$ cat src/design/nspl_pkg.sv
package nspl_pkg;

  localparam int COORD_W   = 10;
  localparam int COLOR_W   = 32;
  localparam int GRID_W    = 11;
  localparam int MODE_W    = 2;
  localparam int STATUS_W  = 2;
  localparam int OUT_IDX_W = 6;
  localparam int PIX_W     = 20;
  localparam int DIST_W    = 2 * COORD_W + 1;
  localparam int CFG_IDX_W = 1;

  // item modes
  localparam logic [MODE_W-1:0] MODE_CLEAR    = 2'd0;
  localparam logic [MODE_W-1:0] MODE_ADD      = 2'd1;
  localparam logic [MODE_W-1:0] MODE_CLASSIFY = 2'd2;
  localparam logic [MODE_W-1:0] MODE_UNUSED   = 2'd3;

  // result status codes
  localparam logic [STATUS_W-1:0] STAT_OK       = 2'd0;
  localparam logic [STATUS_W-1:0] STAT_NO_SEEDS = 2'd1;
  localparam logic [STATUS_W-1:0] STAT_OOB      = 2'd2;
  localparam logic [STATUS_W-1:0] STAT_FULL     = 2'd3;

  // configuration register indexes
  localparam logic [CFG_IDX_W-1:0] CFG_GRID_WIDTH  = 1'b0;
  localparam logic [CFG_IDX_W-1:0] CFG_GRID_HEIGHT = 1'b1;

  localparam logic [GRID_W-1:0] GRID_RESET = 11'd256;

  typedef struct packed {
    logic [COORD_W-1:0] col;
    logic [COORD_W-1:0] row;
    logic [COLOR_W-1:0] rgb;
  } seed_t;

  typedef enum logic [3:0] {
    ST_IDLE = 4'b0001,
    ST_CALC = 4'b0010,
    ST_SCAN = 4'b0100,
    ST_DONE = 4'b1000
  } state_t;

endpackage

$ cat src/design/nspl_if.sv
interface nspl_in_if;
  logic                           valid;
  logic                           ready;
  logic [nspl_pkg::MODE_W-1:0]    mode;
  logic [nspl_pkg::COORD_W-1:0]   coord_x;
  logic [nspl_pkg::COORD_W-1:0]   coord_y;
  logic [nspl_pkg::COLOR_W-1:0]   seed_color_in;

  modport source (output valid, mode, coord_x, coord_y, seed_color_in, input ready);
  modport sink   (input valid, mode, coord_x, coord_y, seed_color_in, output ready);
endinterface

interface nspl_out_if;
  logic                            valid;
  logic                            ready;
  logic [nspl_pkg::STATUS_W-1:0]   status;
  logic [nspl_pkg::OUT_IDX_W-1:0]  nearest_index;
  logic [nspl_pkg::COLOR_W-1:0]    nearest_color;
  logic [nspl_pkg::PIX_W-1:0]      pixel_index;

  modport source (output valid, status, nearest_index, nearest_color, pixel_index,
                  input ready);
  modport sink   (input valid, status, nearest_index, nearest_color, pixel_index,
                  output ready);
endinterface

$ cat src/design/nspl_seed_mem.sv
module nspl_seed_mem #(
  parameter int DEPTH = 64,
  parameter int AW    = 6
) (
  input  logic                  clk,
  input  logic                  we,
  input  logic [AW-1:0]         waddr,
  input  nspl_pkg::seed_t       wdata,
  input  logic [AW-1:0]         raddr,
  output nspl_pkg::seed_t       rdata
);

  nspl_pkg::seed_t mem [DEPTH];

  always_ff @(posedge clk) begin
    if (we) begin
      mem[waddr] <= wdata;
    end
  end

  always_ff @(posedge clk) begin
    rdata <= mem[raddr];
  end

endmodule

$ cat src/design/nspl_dist_unit.sv
module nspl_dist_unit #(
  parameter int IW = 6
) (
  input  logic                         clk,
  input  logic                         rst_n,
  input  logic                         start,
  input  logic                         tap_vld,
  input  logic [IW-1:0]                tap_idx,
  input  nspl_pkg::seed_t              tap,
  input  logic [nspl_pkg::COORD_W-1:0] px,
  input  logic [nspl_pkg::COORD_W-1:0] py,
  output logic                         busy,
  output logic [IW-1:0]                best_idx,
  output logic [nspl_pkg::COLOR_W-1:0] best_rgb
);

  logic [nspl_pkg::COORD_W-1:0]   dx, dy;
  logic [2*nspl_pkg::COORD_W-1:0] sx, sy;
  logic [nspl_pkg::DIST_W-1:0]    sq_dist;

  logic                           d_vld_r;
  logic [nspl_pkg::DIST_W-1:0]    d_r;
  logic [IW-1:0]                  d_idx_r;
  logic [nspl_pkg::COLOR_W-1:0]   d_rgb_r;

  logic                           have_r;
  logic [nspl_pkg::DIST_W-1:0]    best_d_r;
  logic [IW-1:0]                  best_idx_r;
  logic [nspl_pkg::COLOR_W-1:0]   best_rgb_r;
  logic                           take;

  // squared euclidean distance, registered before the compare
  always_comb begin
    dx      = (tap.col > px) ? (tap.col - px) : (px - tap.col);
    dy      = (tap.row > py) ? (tap.row - py) : (py - tap.row);
    sx      = (2*nspl_pkg::COORD_W)'(dx) * (2*nspl_pkg::COORD_W)'(dx);
    sy      = (2*nspl_pkg::COORD_W)'(dy) * (2*nspl_pkg::COORD_W)'(dy);
    sq_dist = {1'b0, sx} + {1'b0, sy};
  end

  always_ff @(posedge clk) begin
    if (!rst_n) begin
      d_vld_r <= 1'b0;
    end else begin
      d_vld_r <= tap_vld;
    end
  end

  always_ff @(posedge clk) begin
    d_r     <= sq_dist;
    d_idx_r <= tap_idx;
    d_rgb_r <= tap.rgb;
  end

  // strict less-than keeps the earliest seed on a tie
  assign take = d_vld_r && (!have_r || (d_r < best_d_r));

  always_ff @(posedge clk) begin
    if (!rst_n) begin
      have_r <= 1'b0;
    end else if (start) begin
      have_r <= 1'b0;
    end else if (take) begin
      have_r <= 1'b1;
    end
  end

  always_ff @(posedge clk) begin
    if (take) begin
      best_d_r   <= d_r;
      best_idx_r <= d_idx_r;
      best_rgb_r <= d_rgb_r;
    end
  end

  assign busy     = d_vld_r;
  assign best_idx = best_idx_r;
  assign best_rgb = best_rgb_r;

endmodule

$ cat src/design/nearest_seed_pixel_labeler_unit.sv
// nearest seed pixel labeler
// in_if carries one item per valid/ready handshake: mode, coord_x, coord_y and
// seed_color_in. out_if returns exactly one result item for each input item:
// status, nearest_index, nearest_color and pixel_index.
// cfg_we/cfg_index/cfg_data write grid_width (index 0) and grid_height (index 1);
// write them only while the block is idle.
// clear, add and unused-mode items, and items with an out-of-grid coordinate,
// pass from accept through the CALC state into the pending result register.
// a classify item sweeps every stored seed through one distance/compare unit,
// one seed per cycle from the seed memory read port.
// in_if.ready is high only while no item is in work; one finished item can
// sit in the output register while the next item is accepted and worked on.
// if the receiver stalls, the next finished item waits inside the block and
// in_if.ready stays low until the output register frees up.
// synchronous reset (rst_n low) empties the seed table, drops any pending
// result and sets both grid registers to 256; no memory sweep is needed.
module nearest_seed_pixel_labeler_unit #(
  parameter int MAX_SEEDS = 64
) (
  input  logic                              clk,
  input  logic                              rst_n,
  nspl_in_if.sink                           in_if,
  nspl_out_if.source                        out_if,
  input  logic                              cfg_we,
  input  logic [nspl_pkg::CFG_IDX_W-1:0]    cfg_index,
  input  logic [nspl_pkg::GRID_W-1:0]       cfg_data
);

  localparam int IW = (MAX_SEEDS > 1) ? $clog2(MAX_SEEDS) : 1;
  localparam int CW = $clog2(MAX_SEEDS + 1);

  // control
  nspl_pkg::state_t state_r, state_nxt;
  logic [CW-1:0]    count_r, count_nxt;
  logic [CW-1:0]    ptr_r, ptr_nxt;
  logic             rd_vld_r;
  logic [IW-1:0]    rd_idx_r;
  logic             out_valid_r, out_valid_nxt;

  // item captured at accept
  logic [nspl_pkg::MODE_W-1:0]  mode_r;
  logic [nspl_pkg::COORD_W-1:0] x_r, y_r;
  logic [nspl_pkg::COLOR_W-1:0] color_r;

  // grid registers
  logic [nspl_pkg::GRID_W-1:0]  gw_r, gh_r;

  // pending result
  logic [nspl_pkg::STATUS_W-1:0]  res_status_r, res_status_nxt;
  logic [nspl_pkg::OUT_IDX_W-1:0] res_idx_r, res_idx_nxt;
  logic [nspl_pkg::COLOR_W-1:0]   res_color_r, res_color_nxt;
  logic [nspl_pkg::PIX_W-1:0]     res_pix_r, res_pix_nxt;

  // output register
  logic [nspl_pkg::STATUS_W-1:0]  out_status_r;
  logic [nspl_pkg::OUT_IDX_W-1:0] out_idx_r;
  logic [nspl_pkg::COLOR_W-1:0]   out_color_r;
  logic [nspl_pkg::PIX_W-1:0]     out_pix_r;

  logic                 in_accept;
  logic                 oob;
  logic                 full;
  logic [21:0]          pix_full;
  logic                 scan_issue;
  logic                 scan_end;
  logic                 load_out;
  logic                 mem_we;
  nspl_pkg::seed_t      mem_wdata;
  nspl_pkg::seed_t      mem_rdata;
  logic                 dist_busy;
  logic                 dist_start;
  logic [IW-1:0]        best_idx;
  logic [nspl_pkg::COLOR_W-1:0] best_rgb;
  logic [IW+nspl_pkg::OUT_IDX_W-1:0] best_idx_ext;
  logic [IW+nspl_pkg::OUT_IDX_W-1:0] add_idx_ext;

  assign in_if.ready = (state_r == nspl_pkg::ST_IDLE);
  assign in_accept   = in_if.valid && in_if.ready;

  always_ff @(posedge clk) begin
    if (in_accept) begin
      mode_r  <= in_if.mode;
      x_r     <= in_if.coord_x;
      y_r     <= in_if.coord_y;
      color_r <= in_if.seed_color_in;
    end
  end

  // configuration writes
  always_ff @(posedge clk) begin
    if (!rst_n) begin
      gw_r <= nspl_pkg::GRID_RESET;
      gh_r <= nspl_pkg::GRID_RESET;
    end else if (cfg_we) begin
      unique case (cfg_index)
        nspl_pkg::CFG_GRID_WIDTH:  gw_r <= cfg_data;
        nspl_pkg::CFG_GRID_HEIGHT: gh_r <= cfg_data;
        default: ;
      endcase
    end
  end

  // item decode: grid test, table-full test and linear pixel index
  assign oob      = ({1'b0, x_r} >= gw_r) || ({1'b0, y_r} >= gh_r);
  assign full     = (count_r == CW'(MAX_SEEDS));
  assign pix_full = (22'(y_r) * 22'(gw_r)) + 22'(x_r);

  assign add_idx_ext  = {{nspl_pkg::OUT_IDX_W{1'b0}}, count_r[IW-1:0]};
  assign best_idx_ext = {{nspl_pkg::OUT_IDX_W{1'b0}}, best_idx};

  // seed sweep: one read per cycle, memory and distance stages drain after the last
  assign scan_issue = (state_r == nspl_pkg::ST_SCAN) && (ptr_r < count_r);
  assign scan_end   = (state_r == nspl_pkg::ST_SCAN) && (ptr_r >= count_r)
                      && !rd_vld_r && !dist_busy;
  assign dist_start = (state_r == nspl_pkg::ST_CALC);

  assign mem_we    = (state_r == nspl_pkg::ST_CALC) && (mode_r == nspl_pkg::MODE_ADD)
                     && !oob && !full;
  assign mem_wdata = '{col: x_r, row: y_r, rgb: color_r};

  assign load_out = (state_r == nspl_pkg::ST_DONE) && (!out_valid_r || out_if.ready);

  always_comb begin
    state_nxt      = state_r;
    count_nxt      = count_r;
    ptr_nxt        = ptr_r;
    res_status_nxt = res_status_r;
    res_idx_nxt    = res_idx_r;
    res_color_nxt  = res_color_r;
    res_pix_nxt    = res_pix_r;
    unique case (state_r)
      nspl_pkg::ST_IDLE: begin
        if (in_accept) begin
          state_nxt = nspl_pkg::ST_CALC;
        end
      end
      nspl_pkg::ST_CALC: begin
        res_status_nxt = nspl_pkg::STAT_OK;
        res_idx_nxt    = '0;
        res_color_nxt  = '0;
        res_pix_nxt    = '0;
        state_nxt      = nspl_pkg::ST_DONE;
        priority if (mode_r == nspl_pkg::MODE_CLEAR) begin
          count_nxt = '0;
        end else if (mode_r == nspl_pkg::MODE_UNUSED) begin
          // nothing changes, all-zero result
        end else if (oob) begin
          res_status_nxt = nspl_pkg::STAT_OOB;
        end else if (mode_r == nspl_pkg::MODE_ADD) begin
          res_pix_nxt = pix_full[nspl_pkg::PIX_W-1:0];
          if (full) begin
            res_status_nxt = nspl_pkg::STAT_FULL;
          end else begin
            res_idx_nxt   = add_idx_ext[nspl_pkg::OUT_IDX_W-1:0];
            res_color_nxt = color_r;
            count_nxt     = count_r + CW'(1);
          end
        end else begin
          // classify
          res_pix_nxt = pix_full[nspl_pkg::PIX_W-1:0];
          if (count_r == '0) begin
            res_status_nxt = nspl_pkg::STAT_NO_SEEDS;
          end else begin
            ptr_nxt   = '0;
            state_nxt = nspl_pkg::ST_SCAN;
          end
        end
      end
      nspl_pkg::ST_SCAN: begin
        if (scan_issue) begin
          ptr_nxt = ptr_r + CW'(1);
        end
        if (scan_end) begin
          res_idx_nxt   = best_idx_ext[nspl_pkg::OUT_IDX_W-1:0];
          res_color_nxt = best_rgb;
          state_nxt     = nspl_pkg::ST_DONE;
        end
      end
      nspl_pkg::ST_DONE: begin
        if (load_out) begin
          state_nxt = nspl_pkg::ST_IDLE;
        end
      end
      default: begin
        state_nxt = nspl_pkg::ST_IDLE;
      end
    endcase
  end

  always_comb begin
    out_valid_nxt = out_valid_r && !out_if.ready;
    if (load_out) begin
      out_valid_nxt = 1'b1;
    end
  end

  always_ff @(posedge clk) begin
    if (!rst_n) begin
      state_r     <= nspl_pkg::ST_IDLE;
      count_r     <= '0;
      ptr_r       <= '0;
      rd_vld_r    <= 1'b0;
      out_valid_r <= 1'b0;
    end else begin
      state_r     <= state_nxt;
      count_r     <= count_nxt;
      ptr_r       <= ptr_nxt;
      rd_vld_r    <= scan_issue;
      out_valid_r <= out_valid_nxt;
    end
  end

  always_ff @(posedge clk) begin
    rd_idx_r     <= ptr_r[IW-1:0];
    res_status_r <= res_status_nxt;
    res_idx_r    <= res_idx_nxt;
    res_color_r  <= res_color_nxt;
    res_pix_r    <= res_pix_nxt;
    if (load_out) begin
      out_status_r <= res_status_r;
      out_idx_r    <= res_idx_r;
      out_color_r  <= res_color_r;
      out_pix_r    <= res_pix_r;
    end
  end

  assign out_if.valid         = out_valid_r;
  assign out_if.status        = out_status_r;
  assign out_if.nearest_index = out_idx_r;
  assign out_if.nearest_color = out_color_r;
  assign out_if.pixel_index   = out_pix_r;

  nspl_seed_mem #(
    .DEPTH (MAX_SEEDS),
    .AW    (IW)
  ) u_seed_mem (
    .clk   (clk),
    .we    (mem_we),
    .waddr (count_r[IW-1:0]),
    .wdata (mem_wdata),
    .raddr (ptr_r[IW-1:0]),
    .rdata (mem_rdata)
  );

  nspl_dist_unit #(
    .IW (IW)
  ) u_dist_unit (
    .clk      (clk),
    .rst_n    (rst_n),
    .start    (dist_start),
    .tap_vld  (rd_vld_r),
    .tap_idx  (rd_idx_r),
    .tap      (mem_rdata),
    .px       (x_r),
    .py       (y_r),
    .busy     (dist_busy),
    .best_idx (best_idx),
    .best_rgb (best_rgb)
  );

endmodule
$ cat src/flat_wrapper.sv
// flat-port wrapper written by rule: the top's interface ports become plain ports
module nearest_seed_pixel_labeler_unit_flat 
#(
  parameter int MAX_SEEDS = 64
)
  (clk, rst_n, cfg_we, cfg_index, cfg_data, in_if_valid, in_if_mode, in_if_coord_x, in_if_coord_y, in_if_seed_color_in, in_if_ready, out_if_valid, out_if_status, out_if_nearest_index, out_if_nearest_color, out_if_pixel_index, out_if_ready);
  nspl_in_if in_if_i ();
  nspl_out_if out_if_i ();
  input  logic clk;
  input  logic rst_n;
  input  logic cfg_we;
  input  logic [nspl_pkg::CFG_IDX_W-1:0] cfg_index;
  input  logic [nspl_pkg::GRID_W-1:0] cfg_data;
  input wire logic [$bits(in_if_i.valid)-1:0] in_if_valid;
  input wire logic [$bits(in_if_i.mode)-1:0] in_if_mode;
  input wire logic [$bits(in_if_i.coord_x)-1:0] in_if_coord_x;
  input wire logic [$bits(in_if_i.coord_y)-1:0] in_if_coord_y;
  input wire logic [$bits(in_if_i.seed_color_in)-1:0] in_if_seed_color_in;
  output wire logic [$bits(in_if_i.ready)-1:0] in_if_ready;
  output wire logic [$bits(out_if_i.valid)-1:0] out_if_valid;
  output wire logic [$bits(out_if_i.status)-1:0] out_if_status;
  output wire logic [$bits(out_if_i.nearest_index)-1:0] out_if_nearest_index;
  output wire logic [$bits(out_if_i.nearest_color)-1:0] out_if_nearest_color;
  output wire logic [$bits(out_if_i.pixel_index)-1:0] out_if_pixel_index;
  input wire logic [$bits(out_if_i.ready)-1:0] out_if_ready;
  assign in_if_i.valid = in_if_valid;
  assign in_if_i.mode = in_if_mode;
  assign in_if_i.coord_x = in_if_coord_x;
  assign in_if_i.coord_y = in_if_coord_y;
  assign in_if_i.seed_color_in = in_if_seed_color_in;
  assign in_if_ready = in_if_i.ready;
  assign out_if_valid = out_if_i.valid;
  assign out_if_status = out_if_i.status;
  assign out_if_nearest_index = out_if_i.nearest_index;
  assign out_if_nearest_color = out_if_i.nearest_color;
  assign out_if_pixel_index = out_if_i.pixel_index;
  assign out_if_i.ready = out_if_ready;
  nearest_seed_pixel_labeler_unit #(.MAX_SEEDS(MAX_SEEDS)) u_core (.clk(clk), .rst_n(rst_n), .in_if(in_if_i), .out_if(out_if_i), .cfg_we(cfg_we), .cfg_index(cfg_index), .cfg_data(cfg_data));
endmodule
$ cat config.mk
export PLATFORM = sky130hd
export DESIGN_NAME = nearest_seed_pixel_labeler_unit_flat
export DESIGN_NICKNAME = d
export VERILOG_FILES = /design/src/design/nspl_pkg.sv /design/src/design/nspl_if.sv /design/src/design/nspl_seed_mem.sv /design/src/design/nspl_dist_unit.sv /design/src/design/nearest_seed_pixel_labeler_unit.sv /design/src/flat_wrapper.sv
export SDC_FILE = /design/constraint.sdc
export NUM_CORES = 2
export LEC_CHECK = 0
export ABC_AREA = 1
export BUFFER_PORTS_ARGS = -buffer_cell sky130_fd_sc_hd__buf_2
export CAP_MARGIN = 20
export CORE_MARGIN = 5
export CORE_UTILIZATION = 45
export DETAILED_ROUTE_END_ITERATION = 8
export PLACE_DENSITY_LB_ADDON = 0.2
export SYNTH_ARGS = -nofsm -noshare
export SYNTH_HDL_FRONTEND = slang
export SYNTH_SLANG_ARGS = --single-unit
$ cat constraint.sdc
create_clock -name clk -period 7.8 [get_ports clk]
set_clock_uncertainty 0.2 [all_clocks]
set_input_delay 0.39 -clock clk [delete_from_list [all_inputs] [get_ports clk]]
set_output_delay 0.39 -clock clk [all_outputs]
set_load 0.03 [all_outputs]
Word level (Yosys, flattened, before mapping)
Memories as Yosys holds them, arrays and structs flattened. A register that Yosys moved wholly into a read port is not among the register bits.
Cells that the tools add are included.
{"block": "classes", "mux": 44, "n_addsub": 8, "bitwise_logic": 2, "n_eq_ne": 19, "magnitude_cmp": 7, "n_reduce_logical": 34, "mul": 3}
{"operator": "$mux W32", "count": 6}
{"operator": "$mux W7", "count": 11}
{"operator": "$pmux W32 S2", "count": 1}
{"operator": "$mul A10 B10 Y20", "count": 2}
{"operator": "$sub A10 B10 Y10", "count": 4}
{"operator": "$mux W6", "count": 6}
{"operator": "$mux W4", "count": 8}
{"operator": "$ge A10 B11 Y1", "count": 2}
{"operator": "$add A20 B20 Y21", "count": 1}
{"operator": "$lt A21 B21 Y1", "count": 1}
{"operator": "$add A20 B10 Y20", "count": 1}
{"operator": "$gt A10 B10 Y1", "count": 2}
{"operator": "$mul A10 B11 Y20", "count": 1}
{"operator": "$mux W10", "count": 2}
{"operator": "$ne A2 B2 Y1 const B", "count": 8}
{"operator": "$pmux W4 S4", "count": 1}
{"operator": "$add A7 B1 Y7 const B", "count": 2}
{"operator": "$pmux W7 S2", "count": 1}
{"operator": "$pmux W6 S2", "count": 1}
{"operator": "$logic_and A1 B1 Y1", "count": 11}
{"operator": "$ne A2 B1 Y1 const B", "count": 4}
{"operator": "$eq A7 B7 Y1 const B", "count": 1}
{"operator": "$ge A7 B7 Y1", "count": 1}
{"operator": "$logic_not A1 Y1", "count": 7}
{"operator": "20 further kinds", "count": 32}
{"block": "word_totals", "reg_bits": 342, "mem_bits_rw": 3328, "mem_count": 1, "wordCells": 147, "output_inout_bits": 62, "inputBits": 71}
{"memory": "u_core.u_seed_mem.mem", "words": 64, "width": 52, "rd": 1, "rd_ports_with_merged_regs": 1, "wr": 1, "line": "nspl_seed_mem.sv:13", "rtl": "nspl_pkg::seed_t mem [DEPTH];"}

Depth between registers and ports, before layout
{"block": "logic_depth", "depth_word": 7, "mapped_depth": 35, "ltp_nobuf": 33}

Hierarchy
A second synthesis with hierarchy kept.
{"block": "hier_totals", "hier_cells": 13557, "hier_area_um2": 158727.2}
{"module": "nspl_seed_mem", "area_each_um2": 134201.2, "seq_area_each_um2": 100976.8, "cells_per_inst": 10944, "n_inst": 1}
{"module": "nearest_seed_pixel_labeler_unit", "area_each_um2": 12787.3, "seq_area_each_um2": 6185.9, "cells_per_inst": 1299, "n_inst": 1}
{"module": "nspl_dist_unit", "area_each_um2": 11738.8, "seq_area_each_um2": 2992.9, "cells_per_inst": 1314, "n_inst": 1}

Worst setup path after synthesis
No wires, ideal clock.
{"block": "synth_timing", "path_kind": "reg-to-reg", "from": "reg u_core.y_r[6] (netlist name)", "to": "reg u_core.u_dist_unit.d_r[13] (netlist name)", "path_stages_with_launch": 33, "period_less_slack_ns": 7.972, "setup_time_ns": 0.072, "t_required_ns": 7.528, "arrival_ns": 7.701, "path_slack_ns": -0.172, "path_buffers": 3, "path_cell_list": "edfxtp_1 -> clkbuf_1 -> inv_1 -> ha_1 -> clkbuf_2 -> nand2_1 -> nor2_1 -> nand3_1 -> nand3_1 -> nand2_1 -> buf_6 -> nand2_1 -> nand2_1 -> nor2_1 -> fa_1 -> fa_1 -> inv_1 -> fa_1 -> inv_1 -> fa_1 -> fa_1 -> fa_1 -> inv_1 -> fa_1 -> inv_1 -> ha_1 -> nand2_1 -> nor2_1 -> inv_1 -> o21ai_0 -> nand3_1 -> nand2_1 -> xor2_1"}
{"block": "synth_between", "elab_chain_cells": 4, "word_cells_on_any_way": 6, "cone_classes": "add/sub: 3; mul: 1; order compare: 1; mux: 1"}
{"element": "start, declared", "line": "nearest_seed_pixel_labeler_unit.sv:42", "rtl": "logic [nspl_pkg::COORD_W-1:0] x_r, y_r;"}
{"element": "start signal, assigned", "line": "nearest_seed_pixel_labeler_unit.sv:84", "rtl": "y_r <= in_if.coord_y;"}
{"element": "$sub A10 B10 Y10 or $gt A10 B10 Y1 (tied branches)", "line": "nspl_dist_unit.sv:35", "rtl": "dy = (tap.row > py) ? (tap.row - py) : (py - tap.row);"}
{"element": "$mux W10 (*)", "line": "nspl_dist_unit.sv:35"}
{"element": "$mul A10 B10 Y20 (*)", "line": "nspl_dist_unit.sv:37", "rtl": "sy = (2*nspl_pkg::COORD_W)'(dy) * (2*nspl_pkg::COORD_W)'(dy);"}
{"element": "$add A20 B20 Y21 (*)", "line": "nspl_dist_unit.sv:38", "rtl": "sq_dist = {1'b0, sx} + {1'b0, sy};"}
{"element": "net u_core.u_dist_unit.sq_dist, one bit", "line": "nspl_dist_unit.sv:19", "rtl": "logic [nspl_pkg::DIST_W-1:0] sq_dist;"}
{"element": "end signal, assigned", "line": "nspl_dist_unit.sv:50", "rtl": "d_r <= sq_dist;"}
{"element": "end, declared", "line": "nspl_dist_unit.sv:22", "rtl": "logic [nspl_pkg::DIST_W-1:0] d_r;"}
Mark *: on every way through the listed nets, which the timed path passes. The rest lies on a longest branch.
A chain may end at the register's enable or synchronous reset.

Final worst setup path
{"block": "layout_timing", "from": "reg u_core.y_r[6] (netlist name)", "to": "reg u_core.u_dist_unit.d_r[18] (netlist name)"}
The elaborated chain is that of the path after synthesis.

==> results.cfg <==
[outcome]
status = completed

[routing]
ant_nets = 0
first_iter_violations = 14200
drcViolationCount = 0
wl_mm = 498
post_drt_wl_per_cell_um = 29.1
viasPerCell = 5.99
vias = 102000
drt-pass1-iter-count = 8

[timing]
fin_setup_tns_ns = 0
period_share = 0.948
max_slew_margin = 0.179
whs_ns = 0.0682
tightestPinTransition_ns = 1.23
finalSetupViolations = 0
drv_slew = 0
fin_crit_ns = 7.40
hold_viol = 0
setup_slack_ns = 0.404
fmax_ghz = 0.135

[clock_tree]
insertion_delay_ns = 1.01
clock-sinks = 3722
cts_inserted_buffers = 388
cts_buffer_depth = 4
htree_levels = 5
cts_tree = yes
path_clk_slew_ns = 0.06
cts_root_buf = clkbuf_16

[final_layout]
fill_cells = 28700
syn_to_final_growth_pct = 13.5
seq_area_um2 = 110000
stdcell_area_um2 = 175000
drive_above_1_share = 0.0924
multi_input_area_um2 = 39100
finalNetCount = 12600
post-route-util = 0.514
stdcell_count = 17100

[power]
seqPwrFrac = 0.379
swShare = 0.323
pwr-share-comb = 0.306
fin_total_pwr_mw = 59.5
clkPwrFrac = 0.316
p_switching_mw = 19.2
ir_worst_vdd_v = 0.00208
cell_internal_pwr_mw = 40.3
leakagePower_nw = 60.0
power_density_nw_per_um2 = 340

[global_routing]
grt_pass1_vias = 97000
antenna_found_initial = 41
gr-total-overflow = 0
grt_max_degree = 244
track_usage = 0.271
grt_pass1_wl_mm = 701

[logic_synthesis]
synth_top_cells_by_count = edfxtp_1 (3561), nor2_1 (1956), o21ai_0 (1683), nand2_1 (913), inv_1 (530)
synth_top_area_cell = edfxtp_1
avgSynthCellArea_um2 = 12.9
async_flop_share = 0
synth_area_leaders = edfxtp_1 (69%), o21ai_0 (5.5%), nor2_1 (4.8%)
syn_nets = 12500
syn_inst = 11900
ys_seq_elements = 3722
synth_top_area_share = 0.694
ys.flop_type = edfxtp_1
yosysMostFrequentCell = edfxtp_1
synth_edf_count = 3561
syn-cell-area_um2 = 154000
yosys_warnings = 0
ys_types = 47
synth_seq_area_share = 0.715

[worst_setup_path]
worstPathRequired_ns = 8.42
slowest_delay_ns = 0.57
critPathKind = flop to flop
crit_fanout = 9
endpoint_kind = flop
slowest_stage = fa_1
critical_path_arrival_ns = 8.02
cp-start-kind = flop
path_common_cell = fa_1

[place]
dpl.cell_count = 16200
dp_slack_ns = 0.166
post_dp_cell_area_um2 = 160000
hpwlAfterDp_mm = 271
gp_congestion = 0.848
portBuffers = 132

[flow_run]
cap_violations = 0

[floorplanning]
die_area_um2 = 354000
die_width_um = 595
start_util = 0.452
coreArea_um2 = 340000
ios = 133
die_y_um = 595
rows = 214

[worst_hold_path]
hold_class = primary input to flop
metal layers:
| metal | vias up | wire, um | track usage |
|---|---|---|---|
| li1 | 44100 | - | - |
| met1 | 51900 | 196000 | 0.372 |
| met2 | 5413 | 230000 | 0.428 |
| met3 | 907 | 50100 | 0.0535 |
| met4 | 4 | 21300 | 0.107 |
| met5 | - | 26 | 0 |
power groups by stage:
stage,sequential (mW),combinational (mW),clock (mW)
finish,22.5,18.2,18.8
detailed placement,22.9,17.4,0
floorplan,23.1,13.8,0
global route,22.5,20.4,19.9
CTS,22.5,17.5,19.0
global placement,22.9,17.3,0
logic make-up (layout without fill, tap and decap cells):
logic type      count (synthesis)  after routing  synth area share
compound gates               2936           2936             0.109
xor+xnor                       71             71           0.00404
fa+ha+maj                     448            448            0.0468
buf+inv                      1296           1814            0.0346
flops                        3722           3722             0.715
other cells                     0             97                 0
simple gates                 3463           3463            0.0904
critical path, delay by kind of cell (launching register included):
family | cells | cell delay (ns)
AO/OA/AOI/OAI | 3 | 0.49
buffers and inverters | 7 | 0.66
AND/OR/NAND/NOR | 10 | 1.30
adder cells (fa/ha/maj) | 9 | 4.12
XOR/XNOR | 1 | 0.14
flip-flops | 1 | 0.38
flip-flops by register name (all words and copies together), names as in the netlist, 4 cells and up:
signal	flops
u_core.u_seed_mem.mem	3328
u_core.u_seed_mem.rdata	52
u_core.color_r	32
u_core.out_if.nearest_color	32
u_core.res_color_r	32
u_core.u_dist_unit.best_rgb	32
u_core.u_dist_unit.d_rgb_r	32
u_core.u_dist_unit.best_d_r	21
u_core.u_dist_unit.d_r	21
u_core.out_if.pixel_index	20
u_core.res_pix_r	20
u_core.gh_r	11
u_core.gw_r	11
u_core.x_r	10
u_core.y_r	10
u_core.count_r	7
u_core.ptr_r	7
u_core.out_if.nearest_index	6
u_core.rd_idx_r	6
u_core.res_idx_r	6
u_core.u_dist_unit.best_idx	6
u_core.u_dist_unit.d_idx_r	6
u_core.state_r	4
layout by cell type (no fill, tap or decap), drive strengths merged, types with 7 or more instances in the layout:
cell type,count
nor2,1961
clkbuf,493
nor3,51
nand2,925
o211ai,165
a31oi,8
bufinv,40
nand4,61
edfxtp,3561
o22ai,497
dfxtp,161
buf,436
inv,556
xor2,53
o221ai,247
dlygate4sd3,113
fa,213
clkinvlp,24
clkinv,152
a21o,7
a21oi,226
nand3,456
ha,235
o21bai,7
xnor2,18
diode,97
o21ai,1765
final timing paths:
| kind | startpoint | end | slack, ns | cells after the start |
|---|---|---|---|---|
| setup / recovery | u_core.y_r[6] | u_core.u_dist_unit.d_r[18] | 0.40 | 30 |
| hold / removal | in_if_seed_color_in[17] | u_core.color_r[17] | 0.07 | 2 |
| setup reg to reg | u_core.y_r[6] | u_core.u_dist_unit.d_r[18] | 0.40 | 30 |
| hold reg to reg | u_core.u_seed_mem.rdata[25] | u_core.u_dist_unit.d_rgb_r[25] | 0.11 | 0 |
repair_timing:
action | in CTS | in global routing
endpoints found under the setup margin | 0 | 12
hold endpoints to repair | 109 | 0
setup buffers | 0 | 5
hold buffers | 113 | 0
resized for setup | 0 | 27
final cells by class:
class | count | area share
diodes | 97 | 0.00139
clock buffers | 493 | 0.0597
flip-flops and latches | 3722 | 0.630
inverters | 543 | 0.0119
repair buffers | 549 | 0.0266
well taps | 4536 | 0.0325
multi-input cells | 6918 | 0.223
clock inverters | 229 | 0.0143
No activity file was read; power rests on OpenSTA's default activity.
